--- src/hdl/dsts_pkg.sv ---
// ----------------------------------------------------------------------------
// Duration string parser package
// Item types, status codes, unit characters and unit scale factors.
// ----------------------------------------------------------------------------
package dsts_pkg;

	localparam int unsigned SEC_W  = 31;
	localparam int unsigned MULT_W = 20;
	localparam int unsigned CHAR_W = 8;

	localparam logic [SEC_W-1:0] SEC_MAX = {SEC_W{1'b1}};

	// Seconds per unit
	localparam logic [MULT_W-1:0] MULT_WEEK = MULT_W'(7 * 24 * 60 * 60);
	localparam logic [MULT_W-1:0] MULT_DAY  = MULT_W'(24 * 60 * 60);
	localparam logic [MULT_W-1:0] MULT_HOUR = MULT_W'(60 * 60);
	localparam logic [MULT_W-1:0] MULT_MIN  = MULT_W'(60);
	localparam logic [MULT_W-1:0] MULT_SEC  = MULT_W'(1);

	// ASCII codes
	localparam logic [CHAR_W-1:0] CH_0     = 8'h30;
	localparam logic [CHAR_W-1:0] CH_9     = 8'h39;
	localparam logic [CHAR_W-1:0] CH_W     = 8'h77;
	localparam logic [CHAR_W-1:0] CH_D     = 8'h64;
	localparam logic [CHAR_W-1:0] CH_H     = 8'h68;
	localparam logic [CHAR_W-1:0] CH_M     = 8'h6d;
	localparam logic [CHAR_W-1:0] CH_S     = 8'h73;
	localparam logic [CHAR_W-1:0] CH_MINUS = 8'h2d;

	typedef enum logic [1:0] {
		ERR_NONE      = 2'd0,
		ERR_MALFORMED = 2'd1,
		ERR_NEGATIVE  = 2'd2,
		ERR_INVALID   = 2'd3
	} err_code_t;

	typedef enum logic [2:0] {
		ST_OK        = 3'd0,
		ST_MALFORMED = 3'd1,
		ST_NEGATIVE  = 3'd2,
		ST_INVALID   = 3'd3,
		ST_TOO_BIG   = 3'd4
	} status_t;

	typedef struct packed {
		logic [CHAR_W-1:0] character;
		logic              has_char;
		logic              end_of_string;
	} in_item_t;

	typedef struct packed {
		logic [SEC_W-1:0] seconds;
		status_t          status;
	} result_t;

endpackage

--- src/hdl/duration_string_to_seconds.sv ---
// ----------------------------------------------------------------------------
// Duration string to seconds
// Parses a w/d/h/m/s duration string, one character per item, into seconds.
// ----------------------------------------------------------------------------
// The block takes one character item per clock and gives one result item,
// seconds and status, for each item that marks the end of a string. A
// character is registered at the input, then in the next cycle a single
// parse stage does the digit accumulate or the constant scale-add (at most
// a 31 by 20 bit constant multiply and one add with saturation) and updates
// the parse state. The result of an end-of-string item goes from the input
// register through the parse stage into the output result register. Items
// flow at one per cycle; the input stalls only while an end-of-string item
// waits behind a result that the consumer has not taken.
module duration_string_to_seconds import dsts_pkg::*; (
	input  logic        clk,
	input  logic        arst_n,
	input  logic        in_valid,
	output logic        in_stall,
	input  logic [7:0]  character,
	input  logic        has_char,
	input  logic        end_of_string,
	output logic        out_valid,
	input  logic        out_stall,
	output logic [30:0] seconds,
	output logic [2:0]  status
);

	in_item_t item;
	in_item_t item_s1;
	logic     valid_s1;
	logic     take;
	logic     fire;
	logic     out_free;
	result_t  result;
	result_t  result_q;

	assign item.character     = character;
	assign item.has_char      = has_char;
	assign item.end_of_string = end_of_string;

	// Advance the held item unless its result has nowhere to go
	assign take = valid_s1 && (!item_s1.end_of_string || out_free);
	assign fire = take;

	dsts_in_stage u_in (
		.clk      (clk),
		.arst_n   (arst_n),
		.in_valid (in_valid),
		.in_stall (in_stall),
		.item     (item),
		.take     (take),
		.valid_s1 (valid_s1),
		.item_s1  (item_s1)
	);

	dsts_parse u_parse (
		.clk    (clk),
		.arst_n (arst_n),
		.fire   (fire),
		.item   (item_s1),
		.result (result)
	);

	dsts_out_stage u_out (
		.clk       (clk),
		.arst_n    (arst_n),
		.load      (fire && item_s1.end_of_string),
		.result    (result),
		.out_free  (out_free),
		.out_valid (out_valid),
		.out_stall (out_stall),
		.result_q  (result_q)
	);

	assign seconds = result_q.seconds;
	assign status  = result_q.status;

endmodule

--- src/hdl/dsts_in_stage.sv ---
// ----------------------------------------------------------------------------
// Duration string parser input stage
// Registers one input item and holds it until the parse stage takes it.
// ----------------------------------------------------------------------------
module dsts_in_stage import dsts_pkg::*; (
	input  logic     clk,
	input  logic     arst_n,
	input  logic     in_valid,
	output logic     in_stall,
	input  in_item_t item,
	input  logic     take,
	output logic     valid_s1,
	output in_item_t item_s1
);

	logic load;

	// Accept when empty or when the held item leaves this cycle
	assign in_stall = valid_s1 && !take;
	assign load     = in_valid && !in_stall;

	// Track occupancy
	always_ff @(posedge clk or negedge arst_n) begin
		if (!arst_n) begin
			valid_s1 <= 1'b0;
		end else if (load) begin
			valid_s1 <= 1'b1;
		end else if (take) begin
			valid_s1 <= 1'b0;
		end
	end

	// Capture the item payload
	always_ff @(posedge clk) begin
		if (load) begin
			item_s1 <= item;
		end
	end

endmodule

--- src/hdl/dsts_parse.sv ---
// ----------------------------------------------------------------------------
// Duration string parser core
// Parse state and the combinational digit accumulate and unit scale-add.
// ----------------------------------------------------------------------------
module dsts_parse import dsts_pkg::*; (
	input  logic     clk,
	input  logic     arst_n,
	input  logic     fire,
	input  in_item_t item,
	output result_t  result
);

	logic [SEC_W-1:0]   digit_value_q;
	logic               have_digits_q;
	logic [SEC_W-1:0]   total_q;
	err_code_t          err_code_q;
	logic               err_seen_q;
	logic               ovf_seen_q;

	logic [SEC_W-1:0]   digit_value_d;
	logic               have_digits_d;
	logic [SEC_W-1:0]   total_d;
	err_code_t          err_code_d;
	logic               err_seen_d;
	logic               ovf_seen_d;

	logic               num_char;
	logic               unit_hit;
	logic [MULT_W-1:0]  unit_mult;
	logic               take_char;
	logic [SEC_W+3:0]   dig_acc;
	logic               dig_over;
	logic               unit_add;
	logic               tail_add;
	logic [SEC_W+MULT_W-1:0] prod;
	logic [SEC_W+MULT_W-1:0] addend;
	logic [SEC_W+MULT_W:0]   sum;
	logic               sum_over;

	// Classify the character
	assign num_char = (item.character >= CH_0) && (item.character <= CH_9);

	always_comb begin
		unit_hit  = 1'b1;
		unit_mult = MULT_SEC;
		case (item.character)
			CH_W:    unit_mult = MULT_WEEK;
			CH_D:    unit_mult = MULT_DAY;
			CH_H:    unit_mult = MULT_HOUR;
			CH_M:    unit_mult = MULT_MIN;
			CH_S:    unit_mult = MULT_SEC;
			default: unit_hit  = 1'b0;
		endcase
	end

	// Digit accumulate: value * 10 + digit
	assign dig_acc  = (SEC_W+4)'({digit_value_q, 3'b000})
		+ (SEC_W+4)'({digit_value_q, 1'b0})
		+ (SEC_W+4)'(item.character[3:0]);
	assign dig_over = dig_acc > (SEC_W+4)'(SEC_MAX);

	assign take_char = item.has_char && !err_seen_q;
	assign unit_add  = take_char && !num_char && have_digits_q && unit_hit;

	// Next state before any scale-add
	always_comb begin
		digit_value_d = digit_value_q;
		have_digits_d = have_digits_q;
		err_code_d    = err_code_q;
		err_seen_d    = err_seen_q;
		ovf_seen_d    = ovf_seen_q;
		if (take_char) begin
			if (num_char) begin
				digit_value_d = dig_over ? SEC_MAX : dig_acc[SEC_W-1:0];
				have_digits_d = 1'b1;
				if (dig_over) begin
					ovf_seen_d = 1'b1;
				end
			end else if (!have_digits_q) begin
				err_seen_d = 1'b1;
				err_code_d = ERR_MALFORMED;
			end else if (!unit_hit) begin
				err_seen_d = 1'b1;
				err_code_d = (item.character == CH_MINUS) ? ERR_NEGATIVE : ERR_INVALID;
			end
		end
	end

	// Trailing digits at end of string count as seconds
	assign tail_add = item.end_of_string && !err_seen_d && have_digits_d;

	// Scale the held run by the unit, or add trailing digits as they are
	assign prod     = (SEC_W+MULT_W)'(unit_mult) * (SEC_W+MULT_W)'(digit_value_q);
	assign addend   = unit_add ? prod : (SEC_W+MULT_W)'(digit_value_d);
	assign sum      = (SEC_W+MULT_W+1)'(total_q) + (SEC_W+MULT_W+1)'(addend);
	assign sum_over = sum > (SEC_W+MULT_W+1)'(SEC_MAX);

	always_comb begin
		total_d = total_q;
		if (unit_add || tail_add) begin
			total_d = sum_over ? SEC_MAX : sum[SEC_W-1:0];
		end
	end

	// Build the result for an end-of-string item
	always_comb begin
		result.seconds = '0;
		result.status  = ST_OK;
		if (err_seen_d) begin
			result.status = status_t'({1'b0, err_code_d});
		end else if (ovf_seen_d || ((unit_add || tail_add) && sum_over)) begin
			result.status = ST_TOO_BIG;
		end else begin
			result.seconds = total_d;
		end
	end

	// Update state; clear everything after a string ends
	always_ff @(posedge clk or negedge arst_n) begin
		if (!arst_n) begin
			digit_value_q <= '0;
			have_digits_q <= 1'b0;
			total_q       <= '0;
			err_code_q    <= ERR_NONE;
			err_seen_q    <= 1'b0;
			ovf_seen_q    <= 1'b0;
		end else if (fire) begin
			if (item.end_of_string) begin
				digit_value_q <= '0;
				have_digits_q <= 1'b0;
				total_q       <= '0;
				err_code_q    <= ERR_NONE;
				err_seen_q    <= 1'b0;
				ovf_seen_q    <= 1'b0;
			end else begin
				digit_value_q <= unit_add ? '0 : digit_value_d;
				have_digits_q <= unit_add ? 1'b0 : have_digits_d;
				total_q       <= total_d;
				err_code_q    <= err_code_d;
				err_seen_q    <= err_seen_d;
				ovf_seen_q    <= ovf_seen_d || (unit_add && sum_over);
			end
		end
	end

endmodule

--- src/hdl/dsts_out_stage.sv ---
// ----------------------------------------------------------------------------
// Duration string parser output stage
// Result register with valid/stall handshake toward the consumer.
// ----------------------------------------------------------------------------
module dsts_out_stage import dsts_pkg::*; (
	input  logic    clk,
	input  logic    arst_n,
	input  logic    load,
	input  result_t result,
	output logic    out_free,
	output logic    out_valid,
	input  logic    out_stall,
	output result_t result_q
);

	// Room for a new item when empty or when the held one is taken now
	assign out_free = !out_valid || !out_stall;

	// Track occupancy
	always_ff @(posedge clk or negedge arst_n) begin
		if (!arst_n) begin
			out_valid <= 1'b0;
		end else if (out_free) begin
			out_valid <= load;
		end
	end

	// Hold the result payload
	always_ff @(posedge clk) begin
		if (out_free && load) begin
			result_q <= result;
		end
	end

endmodule

--- config.mk ---
export PLATFORM = sky130hd
export DESIGN_NAME = duration_string_to_seconds
export DESIGN_NICKNAME = d
export VERILOG_FILES = /design/src/hdl/dsts_pkg.sv /design/src/hdl/duration_string_to_seconds.sv /design/src/hdl/dsts_in_stage.sv /design/src/hdl/dsts_parse.sv /design/src/hdl/dsts_out_stage.sv
export SDC_FILE = /design/constraint.sdc
export NUM_CORES = 2
export LEC_CHECK = 0
export ABC_CLOCK_PERIOD_IN_PS = 13630
export BUFFER_PORTS_ARGS = -buffer_cell sky130_fd_sc_hd__buf_4
export CORE_ASPECT_RATIO = 1.25
export CORE_UTILIZATION = 60
export CTS_CLUSTER_SIZE = 16
export DETAILED_ROUTE_END_ITERATION = 10
export HOLD_SLACK_MARGIN = 0.08
export PLACE_DENSITY_LB_ADDON = 0.2
export SLEW_MARGIN = 0
export SYNTH_ARGS = -nofsm -noshare
export SYNTH_HDL_FRONTEND = slang
export SYNTH_SLANG_ARGS = --single-unit
--- constraint.sdc ---
create_clock -name clk -period 13.63 [get_ports clk]
set_input_delay 0.6815 -clock clk [delete_from_list [all_inputs] [get_ports clk]]
set_output_delay 0.6815 -clock clk [all_outputs]
set_load 0.02 [all_outputs]
After elaboration in Yosys (flattened, before gate mapping)
Cells that the tools add are included.
Storage, ports and cells
  flip-flop bits (word level): 113
  input port bits: 14
  output and inout port bits: 36
  word-level logic and storage cells: 92
Cells by class
  add/sub/neg operators: 3
  multipliers: 1
  order comparisons: 4
  equal/unequal tests: 6
  muxes and demuxes: 34
  reduce and logical (&&, ||, !) cells: 30
Operators with widths (number)
  $mux 31: 8
  $pmux 20 s4: 1
  $add 31x51->52: 1
  $gt 52x31->1 const B: 1
  $mul 20x31->51: 1
  $mux 51: 1
  $eq 8x7->1 const B: 5
  $add 34x32->35: 1
  $add 35x4->35: 1
  $gt 35x31->1 const B: 1
  $mux 1: 17
  $logic_and 1x1->1: 14
  $mux 2: 6
  $eq 8x6->1 const B: 1
  $ge 8x6->1 const B: 1
  $le 8x6->1 const B: 1
  $logic_not 1->1: 8
  $logic_or 1x1->1: 5
  $reduce_or 5->1: 1
  $mux 3: 1
  $reduce_bool 2->1: 1
  $reduce_or 2->1: 1

Depth between registers and ports, before layout
  word-level depth: 15
  depth in mapped cells: 46
  depth with buffers taken out: 42

Modules after synthesis
A second synthesis with hierarchy kept.
Unflattened totals
  cells, all modules: 3059
  area total of the unflattened synthesis: 26381.6 µm²
Modules (own cells, without submodules)
  dsts_parse: instances 1, cells each 3003, area each 24936.4 µm², sequential area each 1676.6 µm²
  dsts_out_stage: instances 1, cells each 38, area each 1068.5 µm², sequential area each 1046.0 µm²
  dsts_in_stage: instances 1, cells each 15, area each 357.8 µm², sequential area each 325.3 µm²
  duration_string_to_seconds: instances 1, cells each 3, area each 18.8 µm², sequential area each 0.0 µm²

Worst setup path before layout
Ideal clock, no wire load.
  kind: reg2reg
  start point: reg u_in.item_s1[6] (netlist name)
  end point: reg u_out.result_q[2] (netlist name)
  library setup time: 267 ps
  arrival time: 10518 ps
  required time: 13363 ps
  setup slack: 2845 ps
  cell stages (with the launch flop): 43
  path buffers: 7
  period minus slack after synthesis: 10785 ps
  cells stage by stage: edfxtp_1 > clkbuf_1 > nor3b_1 > nand2_1 > nor2_1 > clkbuf_1 > clkbuf_1 > buf_1 > nand2_1 > fa_1 > fa_1 > fa_1 > fa_1 > inv_1 > fa_1 > fa_1 > inv_1 > fa_1 > [... 7 more ...] > o21ai_0 > xnor2_1 > o21ai_0 > ha_1 > clkbuf_1 > nand2_1 > o311ai_1 > nor4_1 > o21ai_1 > o21ai_1 > o31ai_1 > nand3_1 > or4_4 > nor3_1 > o22ai_1 > nor4_4 > buf_2 > o22ai_1
On the way
  word-level cells in the longest chain between the ends: 14
  elaborated cells on any way between the ends: 36
  those cells by class: 1 x add/sub; 1 x mul; 3 x order compare; 5 x eq/ne; 14 x mux; 12 x reduce/logical
Ends and longest elaborated chain
  branches (longest 14 deep; another with $add 31x51->52)
Parallel ways; which one is timed is not known.
A chain may end at the register's enable or synchronous reset.

Worst setup path after layout
  start point: reg u_in.item_s1[5] (netlist name)
  end point: reg u_out.result_q[2] (netlist name)
On the way
  word-level cells in the longest chain between the ends: 14
  elaborated cells on any way between the ends: 40
  those cells by class: 2 x add/sub; 1 x mul; 4 x order compare; 5 x eq/ne; 16 x mux; 12 x reduce/logical
Ends and longest elaborated chain
  branches (longest 14 deep; another with $add 31x51->52)
Parallel ways; which one is timed is not known.

==> impl_metrics.ini <==
[run_status]
status = finished, final reports clean

[die]
die_x_um = 189.4
die-height_um = 236.3
rows = 85
core-area_sq_mm = 0.04318
initial_core_util_pct = 61.02
die_area_sq_mm = 0.04476
num_io_pins = 50

[cts]
clockBufferDepth = 2
cts_buffers = 17
cts.sink_count = 113
post_cts_resized = 0
h-tree-depth = 4
clk_pin_slew_ns = 0.06
cts_tree = yes
clk_latency_ns = 0.45
hold_buffers = 0
cts_root_buf = clkbuf_16
cts_setup_buffers = 0

[logic_synthesis]
synthArstFlopShare_pct = 61.06
synth_cell_type_count = 80
yosys_warnings = 0
synth_top_cell_area_share_pct = 27.81
ys_seq_area_share_pct = 11.57
synth.cell_area_sq_mm = 0.02635
syn_inst = 3026
yosysTopAreaCell = fa_1
ys_ff_latch = 113
ys_top_cells_by_area = fa_1 28%, ha_1 17%, inv_1 8.0%, dfrtp_1 6.6%, edfxtp_1 5.0%
synth_area_per_cell_sq_um = 8.707
synth_edf_count = 44
synth-main-ff-cell = dfrtp_1
syn-num-nets = 3760

[placed_design]
hpwl_um = 62840
place_ws_ns = 1.063
gp_congestion = 0.9689
dp.cells = 3542
io_buffers = 49

[cells_and_area]
layout_common_cells = 564 x inv_1, 366 x fa_1, 354 x ha_1
final_common_cell = inv_1
fill_cells = 3711
nNetsFinal = 3730
final_cells = 3575
drive_gt1_share_pct = 5.351
area_growth_pct = 5.205

[power]
p_per_area_mw_per_mm2 = 33.29
peakVddDrop_mv = 0.1218
total_leakage_power_nw = 14.83

[setup_path]
slowest_delay_ns = 0.81
cp.required_ns = 13.80
cp-end-kind = register
cp-start-kind = register
critPathKind = reg -> reg
crit_arrival_ns = 12.90
r2r_slack_ns = 0.90
slowest_stage = nor2_2
cp_max_fo = 64
cpMostUsedCell = fa_1

[timing]
holdWs_ns = 0.3804
hold_viol_final = 0
maxSlewViolCount = 0
skew_ns = 0.01350
min_period_over_period_pct = 93.39
fmax_mhz = 78.56
finalWorstSetupSlack_ns = 0.9007
rsz0062_at_grt = no
fin_crit_ns = 12.73
tns_ns = 0
finalSetupViolations = 0
tightest_slew_ns = 1.127
relSlewSlack_pct = 24.33

[route]
vias = 21505
via_per_inst = 6.015
drtIter0Drc = 1457
drc = 0
wl_per_cell_um = 20.98
wirelength_um = 75010
dr.pass1.iters = 5
ant_nets = 0

[grt]
grt_max_degree = 74
overflow = 0
antenna_found_initial = 1
grt_pass1_vias = 23069
grt_use_total_pct = 35.17
grt_pass1_wl_um = 122300

[worst_hold_path]
hold_path_class = in -> async

[flow_run]
max-cap-violations = 0
## worst max-delay path: cells and delay by family, from the launching register on
| family | cells | cell delay [ns] |
|---|---|---|
| xor gates and xnor gates | 1 | 0.18 |
| AOI/OAI and AO/OA | 8 | 2.15 |
| buffers and inverters | 2 | 0.57 |
| adders and majority gates | 9 | 4.68 |
| and+or+nand+nor | 12 | 4.31 |
| DFF | 1 | 0.50 |
## state kept, by name, indices dropped and copies added, names as in the netlist
| name | cells |
|---|---|
| u_out.result_q | 34 |
| u_parse.digit_value_q | 31 |
| u_parse.total_q | 31 |
| u_in.item_s1 | 10 |
| u_parse.err_code_q | 2 |
| u_in.valid_s1 | 1 |
| u_out.out_valid | 1 |
| u_parse.err_seen_q | 1 |
| u_parse.have_digits_q | 1 |
| u_parse.ovf_seen_q | 1 |
## cells in the mapped netlist, types with 22 or more instances
cell type / n
a21oi_1: 137
edfxtp_1: 44
nand3_1: 46
xnor2_1: 46
nand4_1: 31
nand2_1: 260
inv_1: 564
fa_1: 366
o21a_1: 30
nor2_1: 122
clkbuf_1: 102
nor3_1: 34
a21o_1: 45
o21ai_0: 180
a31oi_1: 24
and2_1: 153
o211a_1: 30
o211ai_1: 22
xor2_1: 46
ha_1: 354
dfrtp_1: 69
## per-stage QoR
| step | utilization (%) | total power [mW] | cell area (sq um) |
|---|---|---|---|
| CTS | 64.19 | 0.9250 | 27720 |
| floorplan | - | 0.4487 | 26350 |
| global placement | 62.90 | 0.4894 | 27160 |
| global route | 64.19 | 0.9476 | 27720 |
| detailed placement | 62.90 | 0.4916 | 27160 |
| finish | 64.19 | 0.9226 | 27720 |
## where the power goes
group / total [mW] / leakage, nW / switching [mW] / internal [mW]
registers: 0.379 / 1.39 / 0.0139 / 0.365
logic: 0.108 / 13.2 / 0.0727 / 0.0349
clock network: 0.436 / 0.261 / 0.181 / 0.255
## final timing paths
kind / start / endpoint / cells past startpoint
max: u_in.item_s1[5] / u_out.result_q[2] / 32
min: arst_n / u_parse.ovf_seen_q / 1
max reg2reg: u_in.item_s1[5] / u_out.result_q[2] / 32
min reg2reg: u_parse.err_code_q[1] / u_parse.err_code_q[1] / 1
max in group asynchronous: arst_n / u_parse.digit_value_q[28] / 1
min in group clk: character[0] / u_in.item_s1[2] / 1
## kinds of logic after synthesis
logic type / count (synthesis) / synth area share, %
AO/OA/AOI/OAI: 636 / 15.68
XOR/XNOR: 93 / 3.120
adder cells (fa/ha/maj): 720 / 44.62
buffers and inverters: 683 / 9.797
flip-flops: 113 / 11.57
multiplexers: 19 / 0.7931
AND/OR/NAND/NOR: 762 / 14.42
## layout make-up
| cell class | count | area, sq um | share of cell area (%) |
|---|---|---|---|
| Antenna cell | 1 | 2.502 | 0.009028 |
| Clock buffer | 19 | 442.9 | 1.598 |
| Clock inverter | 13 | 112.6 | 0.4063 |
| Inverter | 564 | 2117 | 7.638 |
| Multi-Input combinational cell | 2230 | 20760 | 74.91 |
| Sequential cell | 113 | 3048 | 11.00 |
| Tap cell | 565 | 706.9 | 2.550 |
| Timing Repair Buffer | 70 | 525.5 | 1.896 |
## per-layer routing
metal	global-route usage [%]	routed length [um]
met1	45.63	31080
met2	59.02	35950
met3	5.222	4977
met4	13.42	2995
met5	0	0
Power figures use the tool's default switching activity.
